<file path="src/hw/rtl/utf8_stream_decoder_macros.svh">
// Assertion macros used by the UTF-8 stream decoder top level.
`ifndef UTF8_STREAM_DECODER_MACROS_SVH
`define UTF8_STREAM_DECODER_MACROS_SVH

// Same-cycle implication, checked outside reset
`define U8SD_ASSERT_NOW(label, clk, rst_n, ante, cons) \
    label: assert property (@(posedge clk) disable iff (!rst_n) (ante) |-> (cons)) \
        else $error("utf8_stream_decoder: same-cycle check failed");

// Next-cycle implication, checked outside reset
`define U8SD_ASSERT_NEXT(label, clk, rst_n, ante, cons) \
    label: assert property (@(posedge clk) disable iff (!rst_n) (ante) |=> (cons)) \
        else $error("utf8_stream_decoder: next-cycle check failed");

`endif

</file>
<file path="src/hw/rtl/u8sd_pkg.sv">
// Shared types and constants for the UTF-8 stream decoder.
package u8sd_pkg;

    localparam int unsigned CP_W          = 21;
    localparam int unsigned PARTIAL_W     = 15;
    localparam int unsigned QUEUE_DEPTH   = 4;

    localparam logic [CP_W-1:0] REPLACEMENT_CP = 21'h00FFFD;

    // Byte prefix tags
    localparam logic [1:0] CONT_TAG  = 2'b10;
    localparam logic [2:0] LEAD2_TAG = 3'b110;
    localparam logic [3:0] LEAD3_TAG = 4'b1110;
    localparam logic [4:0] LEAD4_TAG = 5'b11110;

    // Sequence lengths
    localparam logic [2:0] LEN_NONE = 3'd0;
    localparam logic [2:0] LEN_2    = 3'd2;
    localparam logic [2:0] LEN_3    = 3'd3;
    localparam logic [2:0] LEN_4    = 3'd4;

    // One classified byte: rep replacement beats, then an optional tail beat
    typedef struct packed {
        logic [1:0]      rep;
        logic            has_tail;
        logic [CP_W-1:0] tail;
        logic            eos;
    } t_cmd;

endpackage

</file>
<file path="src/hw/rtl/u8sd_front.sv">
// Front end: accepts bytes, tracks the pending sequence and emits beat commands.
module u8sd_front (
    input  logic              i_clk,
    input  logic              i_rst_n,
    input  logic              i_valid,
    input  logic [7:0]        i_data,
    input  logic              i_eos,
    input  logic              i_q_full,
    output logic              o_ready,
    output logic              o_push,
    output u8sd_pkg::t_cmd    o_cmd,
    output logic              o_pending
);

    logic [2:0]                         r_exp_len, n_exp_len;
    logic [1:0]                         r_taken,   n_taken;
    logic [u8sd_pkg::PARTIAL_W-1:0]     r_partial, n_partial;

    logic                               accept;
    logic                               is_cont, is_ascii, is_lead2, is_lead3, is_lead4;
    logic                               is_lead, complete;
    u8sd_pkg::t_cmd                     cmd;

    assign o_ready   = !i_q_full;
    assign accept    = i_valid && o_ready;
    assign o_pending = (r_exp_len != u8sd_pkg::LEN_NONE);

    // Classify the incoming byte
    assign is_cont  = (i_data[7:6] == u8sd_pkg::CONT_TAG);
    assign is_ascii = !i_data[7];
    assign is_lead2 = (i_data[7:5] == u8sd_pkg::LEAD2_TAG);
    assign is_lead3 = (i_data[7:4] == u8sd_pkg::LEAD3_TAG);
    assign is_lead4 = (i_data[7:3] == u8sd_pkg::LEAD4_TAG);
    assign is_lead  = is_lead2 || is_lead3 || is_lead4;
    assign complete = is_cont && (({1'b0, r_taken} + 3'd2) == r_exp_len);

    // Decide the beats for this byte and the next pending state
    always_comb begin
        logic fresh;
        fresh        = 1'b0;
        cmd.rep      = 2'd0;
        cmd.has_tail = 1'b0;
        cmd.tail     = u8sd_pkg::REPLACEMENT_CP;
        cmd.eos      = i_eos;
        n_exp_len    = r_exp_len;
        n_taken      = r_taken;
        n_partial    = r_partial;

        if (o_pending) begin
            if (complete) begin
                cmd.has_tail = 1'b1;
                cmd.tail     = {r_partial, i_data[5:0]};
                n_exp_len    = u8sd_pkg::LEN_NONE;
                n_taken      = 2'd0;
                n_partial    = '0;
            end else if (is_cont && !i_eos) begin
                n_partial = {r_partial[u8sd_pkg::PARTIAL_W-7:0], i_data[5:0]};
                n_taken   = r_taken + 2'd1;
            end else begin
                // Broken sequence: flush lead and taken continuations
                cmd.rep = r_taken + 2'd1;
                fresh   = 1'b1;
            end
        end else begin
            fresh = 1'b1;
        end

        if (fresh) begin
            n_exp_len = u8sd_pkg::LEN_NONE;
            n_taken   = 2'd0;
            n_partial = '0;
            if (is_ascii) begin
                cmd.has_tail = 1'b1;
                cmd.tail     = {13'd0, i_data};
            end else if (is_lead && !i_eos) begin
                priority if (is_lead2) begin
                    n_exp_len = u8sd_pkg::LEN_2;
                    n_partial = {10'd0, i_data[4:0]};
                end else if (is_lead3) begin
                    n_exp_len = u8sd_pkg::LEN_3;
                    n_partial = {11'd0, i_data[3:0]};
                end else begin
                    n_exp_len = u8sd_pkg::LEN_4;
                    n_partial = {12'd0, i_data[2:0]};
                end
            end else begin
                cmd.has_tail = 1'b1;
            end
        end

        // End of string leaves nothing pending
        if (i_eos) begin
            n_exp_len = u8sd_pkg::LEN_NONE;
            n_taken   = 2'd0;
            n_partial = '0;
        end
    end

    assign o_cmd  = cmd;
    assign o_push = accept && ((cmd.rep != 2'd0) || cmd.has_tail);

    // Hold pending state, advance on each accepted beat
    always_ff @(posedge i_clk) begin
        if (!i_rst_n) begin
            r_exp_len <= u8sd_pkg::LEN_NONE;
            r_taken   <= 2'd0;
            r_partial <= '0;
        end else if (accept) begin
            r_exp_len <= n_exp_len;
            r_taken   <= n_taken;
            r_partial <= n_partial;
        end
    end

endmodule

</file>
<file path="src/hw/rtl/u8sd_queue.sv">
// Command queue between the front end and the beat expander.
module u8sd_queue #(
    parameter int unsigned DEPTH = u8sd_pkg::QUEUE_DEPTH
) (
    input  logic              i_clk,
    input  logic              i_rst_n,
    input  logic              i_push,
    input  u8sd_pkg::t_cmd    i_cmd,
    output logic              o_full,
    input  logic              i_pop,
    output logic              o_valid,
    output u8sd_pkg::t_cmd    o_cmd
);

    localparam int unsigned AW = (DEPTH > 1) ? $clog2(DEPTH) : 1;
    localparam int unsigned CW = $clog2(DEPTH + 1);

    u8sd_pkg::t_cmd  r_mem [DEPTH];
    logic [AW-1:0]   r_wr, n_wr, r_rd, n_rd;
    logic [CW-1:0]   r_count, n_count;
    logic            do_push, do_pop;

    assign o_full  = (r_count == CW'(DEPTH));
    assign o_valid = (r_count != '0);
    assign o_cmd   = r_mem[r_rd];
    assign do_push = i_push && !o_full;
    assign do_pop  = i_pop && o_valid;

    // Advance pointers with wrap at the depth
    always_comb begin
        n_wr    = (r_wr == AW'(DEPTH - 1)) ? '0 : r_wr + AW'(1);
        n_rd    = (r_rd == AW'(DEPTH - 1)) ? '0 : r_rd + AW'(1);
        n_count = r_count;
        if (do_push && !do_pop) begin
            n_count = r_count + CW'(1);
        end else if (do_pop && !do_push) begin
            n_count = r_count - CW'(1);
        end
    end

    always_ff @(posedge i_clk) begin
        if (!i_rst_n) begin
            r_wr    <= '0;
            r_rd    <= '0;
            r_count <= '0;
        end else begin
            if (do_push) r_wr <= n_wr;
            if (do_pop)  r_rd <= n_rd;
            r_count <= n_count;
        end
    end

    // Store entries; no reset needed on payload
    always_ff @(posedge i_clk) begin
        if (do_push) begin
            r_mem[r_wr] <= i_cmd;
        end
    end

endmodule

</file>
<file path="src/hw/rtl/u8sd_back.sv">
// Back end: expands each command into output beats from a holding register.
module u8sd_back (
    input  logic                        i_clk,
    input  logic                        i_rst_n,
    input  logic                        i_q_valid,
    input  u8sd_pkg::t_cmd              i_q_cmd,
    output logic                        o_q_pop,
    output logic                        o_valid,
    input  logic                        i_ready,
    output logic [u8sd_pkg::CP_W-1:0]   o_cp,
    output logic                        o_last_item,
    output logic                        o_done
);

    logic            r_busy;
    u8sd_pkg::t_cmd  r_cmd;
    logic [1:0]      r_idx;
    logic            at_tail, last, beat;

    assign at_tail = (r_idx == r_cmd.rep);
    assign last    = at_tail || (!r_cmd.has_tail && ((r_idx + 2'd1) == r_cmd.rep));
    assign beat    = r_busy && i_ready;
    assign o_q_pop = i_q_valid && (!r_busy || (beat && last));

    // Drive the current beat from the held command
    assign o_valid     = r_busy;
    assign o_cp        = at_tail ? r_cmd.tail : u8sd_pkg::REPLACEMENT_CP;
    assign o_last_item = last;
    assign o_done      = last && r_cmd.eos;

    // Load the next command or advance within the current one
    always_ff @(posedge i_clk) begin
        if (!i_rst_n) begin
            r_busy <= 1'b0;
            r_idx  <= 2'd0;
        end else if (o_q_pop) begin
            r_busy <= 1'b1;
            r_idx  <= 2'd0;
        end else if (beat) begin
            if (last) begin
                r_busy <= 1'b0;
            end else begin
                r_idx <= r_idx + 2'd1;
            end
        end
    end

    always_ff @(posedge i_clk) begin
        if (o_q_pop) begin
            r_cmd <= i_q_cmd;
        end
    end

endmodule

</file>
<file path="src/hw/rtl/utf8_stream_decoder.sv">
// Top level of the UTF-8 stream decoder.
//
// Slave stream: one byte per beat on i_s_tdata, i_s_tlast marks the final
// byte of a string. Master stream: one code point per beat on o_m_tdata,
// o_m_tuser flags the final code point caused by one input byte, o_m_tlast
// flags the final code point of the string.
// A byte is classified in the cycle it is accepted and its beats are queued;
// its command passes through the queue and the holding register before the
// first beat is offered. Each byte yields zero to four beats (four only for
// a 4-byte sequence broken after two continuations: three replacements and
// then the breaking byte); the expander sends one beat per cycle while the
// receiver is ready, so valid text runs at one byte per cycle. The command
// queue depth (QUEUE_DEPTH entries) absorbs replacement bursts.
// When the receiver stalls, the current beat holds and the queue fills;
// o_s_tready drops only once the queue is full.
// Synchronous active-low reset empties the queue, drops any pending sequence
// and clears o_m_tvalid; no beat is lost or repeated across stalls.
module utf8_stream_decoder #(
    parameter int unsigned QUEUE_DEPTH = u8sd_pkg::QUEUE_DEPTH
) (
    input  logic        i_clk,
    input  logic        i_rst_n,
    input  logic        i_s_tvalid,
    output logic        o_s_tready,
    input  logic [7:0]  i_s_tdata,   // [7:0] data_byte
    input  logic        i_s_tlast,   // end_of_string
    output logic        o_m_tvalid,
    input  logic        i_m_tready,
    output logic [23:0] o_m_tdata,   // [20:0] code_point, [23:21] zero
    output logic        o_m_tuser,   // [0] last_for_item
    output logic        o_m_tlast    // string_done
);

    `include "utf8_stream_decoder_macros.svh"

    u8sd_pkg::t_cmd               front_cmd, queue_cmd;
    logic                         front_push, q_full, q_pop, q_valid, pending;
    logic [u8sd_pkg::CP_W-1:0]    cp;

    u8sd_front u_front (
        .i_clk     (i_clk),
        .i_rst_n   (i_rst_n),
        .i_valid   (i_s_tvalid),
        .i_data    (i_s_tdata),
        .i_eos     (i_s_tlast),
        .i_q_full  (q_full),
        .o_ready   (o_s_tready),
        .o_push    (front_push),
        .o_cmd     (front_cmd),
        .o_pending (pending)
    );

    u8sd_queue #(
        .DEPTH (QUEUE_DEPTH)
    ) u_queue (
        .i_clk   (i_clk),
        .i_rst_n (i_rst_n),
        .i_push  (front_push),
        .i_cmd   (front_cmd),
        .o_full  (q_full),
        .i_pop   (q_pop),
        .o_valid (q_valid),
        .o_cmd   (queue_cmd)
    );

    u8sd_back u_back (
        .i_clk       (i_clk),
        .i_rst_n     (i_rst_n),
        .i_q_valid   (q_valid),
        .i_q_cmd     (queue_cmd),
        .o_q_pop     (q_pop),
        .o_valid     (o_m_tvalid),
        .i_ready     (i_m_tready),
        .o_cp        (cp),
        .o_last_item (o_m_tuser),
        .o_done      (o_m_tlast)
    );

    assign o_m_tdata = {3'd0, cp};

    // A push never lands on a full queue
    `U8SD_ASSERT_NOW(a_no_overflow, i_clk, i_rst_n, front_push, !q_full)
    // String end leaves no sequence pending
    `U8SD_ASSERT_NEXT(a_eos_clears, i_clk, i_rst_n, i_s_tvalid && o_s_tready && i_s_tlast, !pending)
    // String end only on the final beat of a byte
    `U8SD_ASSERT_NOW(a_done_is_last, i_clk, i_rst_n, o_m_tvalid && o_m_tlast, o_m_tuser)

endmodule
</file>
<file path="config.mk">
export PLATFORM = sky130hd
export DESIGN_NAME = utf8_stream_decoder
export DESIGN_NICKNAME = d
export VERILOG_FILES = /design/src/hw/rtl/u8sd_pkg.sv /design/src/hw/rtl/u8sd_front.sv /design/src/hw/rtl/u8sd_queue.sv /design/src/hw/rtl/u8sd_back.sv /design/src/hw/rtl/utf8_stream_decoder.sv
export VERILOG_INCLUDE_DIRS = /design/src /design/src/hw/rtl
export SDC_FILE = /design/constraint.sdc
export NUM_CORES = 1
export LEC_CHECK = 0
export BUFFER_PORTS_ARGS = -buffer_cell sky130_fd_sc_hd__buf_2
export CAP_MARGIN = 40
export CORE_MARGIN = 1.5
export CORE_UTILIZATION = 55
export CTS_CLUSTER_DIAMETER = 40
export DETAILED_ROUTE_END_ITERATION = 16
export GPL_ROUTABILITY_DRIVEN = 0
export MAX_ROUTING_LAYER = met4
export PLACE_DENSITY = 0.71
export SYNTH_ARGS = -nofsm -noshare
export SYNTH_HDL_FRONTEND = slang
export SYNTH_SLANG_ARGS = --single-unit
</file>
<file path="constraint.sdc">
create_clock -name i_clk -period 3.5 [get_ports i_clk]
set_input_delay 0.525 -clock i_clk [delete_from_list [all_inputs] [get_ports i_clk]]
set_output_delay 0.525 -clock i_clk [all_outputs]
set_load 0.01 [all_outputs]
</file>
==> impl_metrics.py, run 1 <==
metrics = {
    "outcome": {
        "status": "finished clean",
    },
    "logic_synthesis": {
        "synth_adder_area_share_pct": 1.48,
        "synth_compound_area_share_pct": 4.61,
        "async_reset_ff_share_pct": 0,
        "synthTopCellsByArea": "edfxtp_1 (58%), dfxtp_1 (9.3%), mux4_2 (8.8%), mux2i_1 (2.5%), nand2b_1 (2.1%)",
        "yosysTopAreaCell": "edfxtp_1",
        "yosysMostFrequentCell": "edfxtp_1",
        "synthCells": 412,
        "ys_ff_latch": 155,
        "synth_top_family_by_area": "multiplexers",
        "synth_xor_area_share_pct": 0.817,
        "yosys.cell_types.count": 53,
        "synthMuxAreaShare_pct": 11.4,
        "synth_top_cell_area_share_pct": 58.4,
        "synth_common_cells": "edfxtp_1 (125), dfxtp_1 (30), mux4_2 (25), nand2_1 (23), nand2b_1 (22)",
        "synthSimpleGateAreaFrac_pct": 10.9,
        "yosysWarningCount": 0,
        "synth-seq-area-share_pct": 67.7,
        "synth_edf_count": 125,
        "syn_area_per_cell_um2": 15.6,
        "synthFlopType": "edfxtp_1",
        "syn_area_um2": 6430,
    },
    "routing": {
        "wl_per_cell_um": 19.5,
        "drc": 0,
        "drt_iter0_drc": 200,
        "antenna_left": 0,
        "vias_per_cell": 5.89,
        "wl_um": 11900,
        "num_vias": 3592,
        "first_pass_iters": 5,
    },
    "timing": {
        "slew_headroom_pct": 43.2,
        "rsz0062_at_grt": "no",
        "clock.fmax_ghz": 0.346,
        "finalClockSkew_ns": 0.00566,
        "holdWs_ns": 0.348,
        "finalCritPeriodShare_pct": 82.6,
        "worst_slew_pin_slew_ns": 0.849,
        "final-setup-viol-count": 0,
        "finalHoldViolations": 0,
        "slew_violations": 0,
        "min_period_ns": 2.89,
        "tns_ns": 0,
    },
    "power_and_ir_drop": {
        "vdd_drop_max_mv": 0.481,
        "internal_power_uw": 4220,
        "combinationalPowerShare_pct": 21.7,
        "power_uw": 5790,
        "power.switching_uw": 1580,
        "power_frac_clock_pct": 34.5,
        "p_leak_uw": 0.00254,
        "seq_power_share_pct": 43.8,
        "powerDensity_nw_per_um2": 783,
        "switching_share_pct": 27.2,
    },
    "placement": {
        "port-buffer-count": 37,
        "dpl.hpwl_um": 7140,
    },
    "setup_path": {
        "crit_type": "reg2reg",
        "crit_fanout": 9,
        "setup.worst_path.start_class": "register",
        "end_kind": "register",
        "rr_worst_depth": 9,
        "cp.required_ns": 3.84,
        "arrival_ns": 3.23,
    },
    "final_layout": {
        "fin_nets": 474,
        "nFillCells": 803,
        "diodes": 0,
        "areaGrowthSynthToFinish_pct": 15.1,
        "layout-drive-gt1-share_pct": 24.2,
    },
    "cts": {
        "cts.path.max_buffers": 2,
        "clk_pin_slew_ns": 0.06,
        "cts_resized": 0,
        "cts_setup_buffers": 0,
        "clk_latency_ns": 0.42,
        "clockRootBuffer": "clkbuf_16",
        "cts_buffers": 17,
        "cts_tree": "built",
        "clock-sinks": 155,
        "cts_hold_buf": 0,
        "htreeDepth": 4,
    },
    "global_routing": {
        "grtUsageTotal_pct": 21.8,
        "grt_pass1_wl_um": 19500,
        "grt_max_degree": 31,
        "gr-total-overflow": 0,
        "first_global_vias": 3639,
        "antenna_found_initial": 0,
    },
    "min_path": {
        "holdPathStages": 2,
        "hold_path_class": "in2reg",
    },
    "floorplan": {
        "core_area_um2": 11400,
        "die_h_um": 111,
        "ios": 41,
        "rows": 39,
        "die_w_um": 111,
        "die-area_um2": 12300,
        "initial_core_util_pct": 56.3,
    },
    "run": {
        "cap_violations": 0,
    },
}
worst max-delay path, stage by stage (launching register included):
cell and delay (ns):
dfxtp_1 0.34, nor3_1 0.44, o22ai_4 0.20, a31oi_1 0.38, ha_1 0.25, inv_1 0.07
fa_1 0.43, xor2_1 0.17, or3_2 0.41, a21oi_1 0.14
routing by layer:
layer  GRT usage [%]  part of all wire [%]
met1            27.1                    42
met2            34.6                    50
met3            6.78                   7.0
met4            7.09                   1.2
met5               -                     0
kinds of logic (layout without fill, tap and decap cells):
kind of cell    after synthesis  count (layout)
flops                       155             155
simple gates                124             124
mux                          42              42
compound gates               39              39
buf+inv                      38              91
fa+ha+maj                     7               7
xor+xnor                      6               6
other cells                   1               3
final timing paths:
kind                     endpoint                 start  slack [ns]
max            u_queue.r_count[2]  u_front.r_exp_len[2]        0.61
min                u_back.o_valid            i_m_tready        0.35
max reg2reg    u_queue.r_count[2]  u_front.r_exp_len[2]        0.61
min reg2reg  u_front.r_partial[1]  u_front.r_partial[1]        0.48
power groups by stage:
stage / sequential, uW / combinational (uW) / clock (uW)
final: 2540 / 1260 / 2000
after global routing: 2570 / 1380 / 2100
after CTS: 2540 / 1290 / 2030
after detailed placement: 2580 / 1280 / 0
after global placement: 2590 / 1190 / 0
after floorplan: 2490 / 952 / 0
cell type report:
cell class	instances	area, um2	share of cell area [%]
tap	143	179	2.42
sequential	155	4360	58.9
clock inverter	14	219	2.96
clock buffer	18	429	5.80
multi-input combinational	221	1900	25.7
timing repair buffer	47	273	3.69
inverter	12	45.0	0.609
metrics by stage:
stage	util [%]	cells	worst slack, ns	cell area, um2
2_1_floorplan	-	414	0.488	6440
3_3_place_gp	59.0	577	0.441	6730
3_5_place_dp	59.1	578	0.351	6750
4_1_cts	64.8	610	0.582	7400
5_1_grt	64.8	610	0.399	7400
6_report	64.8	610	0.611	7400
placed cells by master, fill, tap and decap left out, drive strengths merged, types with 5 or more instances in the layout:
cell and instances:
edfxtp 125, buf 47, dfxtp 30, mux4 25
nand2 23, nand2b 22, clkbuf 18, mux2i 16
nor3 15, inv 14, nor2 12, o21a 10
a21oi 9, and2 9, and3 7, nand4 7
ha 6, nand3b 5, o21ai 5, nand3 5
bufinv 5, clkinv 5
flip-flops by register name, summed over array words and instances (netlist names), 3 cells and up:
register	count
u_front.r_exp_len	3
u_queue.r_mem	100
u_queue.r_count	3
u_back.r_cmd	25
u_front.r_partial	15
(Power assumes the default switching activity.)
==> run 2, diff against run 1 <==
==> constraint.sdc (replaced) <==
create_clock -name i_clk -period 2.7 [get_ports i_clk]
set_input_delay 0.405 -clock i_clk [delete_from_list [all_inputs] [get_ports i_clk]]
set_output_delay 0.405 -clock i_clk [all_outputs]
set_load 0.01 [all_outputs]
==> impl_metrics.py, run 2 (same netlist as run 1, synthesis figures left out) <==
metrics = {
    "outcome": {
        "status": "finished clean",
    },
    "floorplan": {
        "rows": 39,
        "ios": 41,
        "die_h_um": 111,
        "die-area_um2": 12300,
        "die_w_um": 111,
        "initial_core_util_pct": 56.3,
        "core_area_um2": 11400,
    },
    "cts": {
        "cts_buffers": 17,
        "htreeDepth": 4,
        "cts_hold_buf": 0,
        "clockRootBuffer": "clkbuf_16",
        "cts_resized": 0,
        "cts_setup_buffers": 0,
        "clk_latency_ns": 0.41,
        "cts.path.max_buffers": 2,
        "cts_tree": "built",
        "clk_pin_slew_ns": 0.06,
        "clock-sinks": 155,
    },
    "timing": {
        "final-setup-viol-count": 0,
        "rsz0062_at_grt": "no",
        "min_period_ns": 2.53,
        "finalCritPeriodShare_pct": 93.7,
        "finalHoldViolations": 0,
        "setup_ws_ns": 0.171,
        "worst_slew_pin_slew_ns": 0.550,
        "slew_violations": 0,
        "clock.fmax_ghz": 0.395,
        "slew_headroom_pct": 63.3,
        "tns_ns": 0,
        "finalClockSkew_ns": 0.00989,
    },
    "global_routing": {
        "first_global_vias": 3588,
        "grt_max_degree": 31,
        "grtUsageTotal_pct": 21.0,
        "grt_pass1_wl_um": 19000,
        "gr-total-overflow": 0,
        "antenna_found_initial": 0,
    },
    "setup_path": {
        "setup.worst_path.start_class": "register",
        "cpLargestDelayFamily": "XOR/XNOR gates",
        "end_kind": "register",
        "arrival_ns": 2.87,
        "max_stage_delay_ns": 0.45,
        "cp.required_ns": 3.04,
        "crit_buf_inv": 2,
        "crit_type": "reg2reg",
        "path_cells": "xnor2_1 > mux2_4 > a31oi_4 > inv_1 > ha_2 > inv_2 > fa_2 > xor2_1 > or3_4 > a21oi_1",
        "crit_path_top_delay_cell": "edfxtp_1",
        "crit_fanout": 4,
    },
    "final_layout": {
        "fin_nets": 481,
        "multi_input_area_um2": 1920,
        "biggestRegsByFlops": "u_queue.r_mem (100), u_back.r_cmd (25), u_front.r_partial (15)",
        "diodes": 0,
        "final_area_um2": 7430,
        "layout-drive-gt1-share_pct": 25.9,
        "nFillCells": 830,
        "layout_common_cells": "edfxtp_1 (125), buf_2 (37), dfxtp_1 (29), mux4_2 (25), nand2_1 (23)",
        "areaGrowthSynthToFinish_pct": 15.6,
        "mostFrequentLayoutCell": "edfxtp_1",
        "regArea_um2": 4360,
        "max_flop_register": "u_queue.r_mem",
        "largest_reg_flops": 100,
    },
    "placement": {
        "port-buffer-count": 37,
        "dpl.hpwl_um": 7520,
        "dp_slack_ns": 0.0658,
        "dpl-instance-area_um2": 6820,
    },
    "routing": {
        "dr_wl_met3_um": 512,
        "drc": 0,
        "wl_per_cell_um": 19.4,
        "vias_per_cell": 5.82,
        "wl_um": 11900,
        "antenna_left": 0,
        "met2WireLength_um": 6080,
        "drt_iter0_drc": 257,
        "highest_layer": "met4",
        "first_pass_iters": 4,
        "drt-met1-wl_um": 5120,
        "num_vias": 3590,
    },
    "power_and_ir_drop": {
        "power_uw": 7410,
        "p_leak_uw": 0.00257,
        "powerDensity_nw_per_um2": 997,
        "vdd_drop_max_mv": 0.544,
    },
    "min_path": {
        "hold_path_class": "in2reg",
    },
    "run": {
        "cap_violations": 0,
    },
}
## run 2: cell types whose count changed in the layout (fill, tap and decap cells not counted), sizes merged
| cell | before | now |
|---|---|---|
| clkinvlp | 2 | 1 |
| clkinv | 5 | 8 |
| inv | 14 | 12 |
| clkbuf | 18 | 19 |
| buf | 47 | 54 |
| bufinv | 5 | 4 |
## run 2: where the power goes
part           internal [uW]  switching, uW  total (uW)
clock                   1540            881        2420
combinational            780            937        1720
sequential              3080            189        3270
total                   5400           2010        7410
## run 2: final cells by class
| class | instances | share of cell area (%) |
|---|---|---|
| Tap cell | 143 | 2.41 |
| Inverter | 12 | 0.606 |
| Sequential cell | 155 | 58.6 |
| Timing Repair Buffer | 54 | 4.38 |
| Multi-Input combinational cell | 221 | 25.8 |
| Clock inverter | 13 | 2.36 |
| Clock buffer | 19 | 5.83 |
## run 2: layer usage
metal  GRT usage, %  up-vias
li1               -     1671
met1           26.3     1787
met3           4.98       22
met5              -        -
met2           33.9      110
met4           7.68        0
## run 2: stage by stage
step                      hold slack (ns)  std cells  utilization, %
after CTS                           0.223        617            65.0
after global routing                0.248        617            65.1
after global placement              0.459        585            59.7
after detailed placement            0.463        585            59.7
after floorplan                     0.444        414               -
final                               0.242        617            65.1
## run 2: path summary, 6_finish.rpt
check | end | start | slack [ns] | cells after the start
max | u_queue.r_count[2] | u_back.r_cmd[24] | 0.17 | 10
min | u_back.o_valid | i_m_tready | 0.24 | 2
max reg2reg | u_queue.r_count[2] | u_back.r_cmd[24] | 0.17 | 10
min reg2reg | u_front.r_partial[1] | u_front.r_partial[1] | 0.47 | 2
==> run 3, diff against run 2 <==
--- a/config.mk
+++ b/config.mk
@@ -15,6 +15,7 @@
 export GPL_ROUTABILITY_DRIVEN = 0
 export MAX_ROUTING_LAYER = met4
 export PLACE_DENSITY = 0.71
+export SETUP_SLACK_MARGIN = 0.5
 export SYNTH_ARGS = -nofsm -noshare
 export SYNTH_HDL_FRONTEND = slang
 export SYNTH_SLANG_ARGS = --single-unit
==> impl_metrics.py, run 3 (same netlist as run 1, synthesis figures left out) <==
metrics = {
    "outcome": {
        "status": "finished clean",
    },
    "final_layout": {
        "biggestRegsByFlops": "u_queue.r_mem (100), u_back.r_cmd (25), u_front.r_partial (15)",
        "max_flop_register": "u_queue.r_mem",
        "final_area_um2": 7490,
        "layout_common_cells": "edfxtp_1 (125), buf_2 (37), mux4_2 (25), nand2_1 (23), dfxtp_1 (23)",
        "diodes": 0,
        "largest_reg_flops": 100,
        "fin_nets": 485,
        "nFillCells": 808,
        "areaGrowthSynthToFinish_pct": 16.5,
        "layout-drive-gt1-share_pct": 29.4,
        "mostFrequentLayoutCell": "edfxtp_1",
        "fin_cells": 620,
    },
    "floorplan": {
        "core_area_um2": 11400,
        "die_w_um": 111,
        "rows": 39,
        "ios": 41,
        "die-area_um2": 12300,
        "initial_core_util_pct": 56.3,
        "die_h_um": 111,
    },
    "global_routing": {
        "grtUsageTotal_pct": 20.6,
        "antenna_found_initial": 0,
        "gr-total-overflow": 0,
        "grt_max_degree": 31,
        "grt_pass1_wl_um": 18700,
        "first_global_vias": 3570,
    },
    "routing": {
        "wl_um": 11700,
        "first_pass_iters": 4,
        "num_vias": 3592,
        "vias_per_cell": 5.79,
        "drt_iter0_drc": 213,
        "drc": 0,
        "wl_per_cell_um": 18.9,
        "antenna_left": 0,
    },
    "power_and_ir_drop": {
        "p_leak_uw": 0.00259,
        "powerDensity_nw_per_um2": 984,
        "power.switching_uw": 2020,
        "seq_power_share_pct": 43.9,
        "combinationalPowerShare_pct": 26.6,
        "vdd_drop_max_mv": 0.596,
        "power_frac_clock_pct": 29.5,
        "internal_power_uw": 5360,
        "switching_share_pct": 27.4,
    },
    "cts": {
        "cts.path.max_buffers": 2,
        "clock-sinks": 155,
        "cts_tree": "built",
        "cts_buffers": 17,
        "clockRootBuffer": "clkbuf_16",
        "clk_pin_slew_ns": 0.06,
        "clk_latency_ns": 0.41,
        "htreeDepth": 4,
    },
    "run": {
        "cap_violations": 0,
    },
    "setup_path": {
        "ff2ff_setup_slack_ns": 0.40,
        "cp.required_ns": 2.98,
        "arrival_ns": 2.58,
        "crit_type": "reg2reg",
        "setup.worst_path.start_class": "register",
        "end_kind": "register",
        "crit_fanout": 2,
    },
    "timing": {
        "finalClockSkew_ns": 0.00820,
        "clock.fmax_ghz": 0.435,
        "rsz0062_at_grt": "yes",
        "min_period_ns": 2.30,
        "finalCritPeriodShare_pct": 85.1,
        "worst_slew_pin_slew_ns": 0.898,
        "setup_ws_ns": 0.404,
        "slew_violations": 0,
        "final-setup-viol-count": 0,
        "finalHoldViolations": 0,
        "slew_headroom_pct": 39.9,
    },
    "placement": {
        "placedCellCount": 581,
        "dpl.hpwl_um": 7230,
        "dpl-instance-area_um2": 6800,
        "dp_slack_ns": 0.163,
        "port-buffer-count": 37,
    },
    "min_path": {
        "hold_path_class": "in2reg",
    },
}
run 3: metrics by stage:
step	hold slack [ns]	setup TNS, ns	util (%)	total power, uW
after floorplan	0.444	-0.187	-	4510
after global routing	0.261	0	65.6	7720
after CTS	0.223	0	64.8	7310
after global placement	0.462	0	59.6	5020
final	0.244	0	65.6	7370
after detailed placement	0.470	0	59.6	5080
run 3: repair_timing:
action / in CTS / in global routing
cloned: 0 / 1
setup buffers: 3 / 4
pin swaps: 3 / 3
hold buffers: 0 / 0
resized for setup: 7 / 20
endpoints found under the setup margin: 119 / 126
run 3: layer usage:
layer / vias to the layer above / GRT usage [%] / part of all wire, %
li1: 1679 / - / -
met1: 1819 / 26.6 / 45
met2: 83 / 32.9 / 51
met3: 11 / 4.92 / 3.7
met4: 0 / 6.67 / 0.92
met5: - / - / 0
run 3: worst max-delay path, cell delays in order (launching register included):
cell and delay (ns):
edfxtp_1 0.39, or3b_1 0.39, mux2_4 0.30, a31oi_4 0.19, inv_2 0.06, ha_4 0.16
inv_2 0.05, fa_2 0.42, mux2i_1 0.15, nor2_1 0.07
run 3: layout make-up:
class | instances | area, um2 | share of cell area, %
multi-input combinational | 221 | 1990 | 26.5
clock buffer | 20 | 437 | 5.83
tap | 143 | 179 | 2.39
inverter | 12 | 45.0 | 0.601
timing repair buffer | 58 | 370 | 4.94
sequential | 155 | 4370 | 58.3
clock inverter | 11 | 104 | 1.39
run 3: path summary, 6_finish.rpt:
check,start,to,cells past startpoint
hold / removal,i_m_tready,u_back.o_valid,2
setup reg to reg,u_back.r_cmd[23],u_queue.r_count[1],9
setup / recovery,u_back.r_cmd[23],u_queue.r_count[1],9
hold reg to reg,u_front.r_partial[2],u_front.r_partial[2],2
run 3: power groups by stage:
stage | Combinational [uW] | Sequential, uW | Clock [uW]
after global placement | 1750 | 3270 | 0
after detailed placement | 1780 | 3290 | 0
after floorplan | 1280 | 3230 | 0
after CTS | 1850 | 3240 | 2220
after global routing | 2140 | 3280 | 2300
final | 1960 | 3240 | 2180
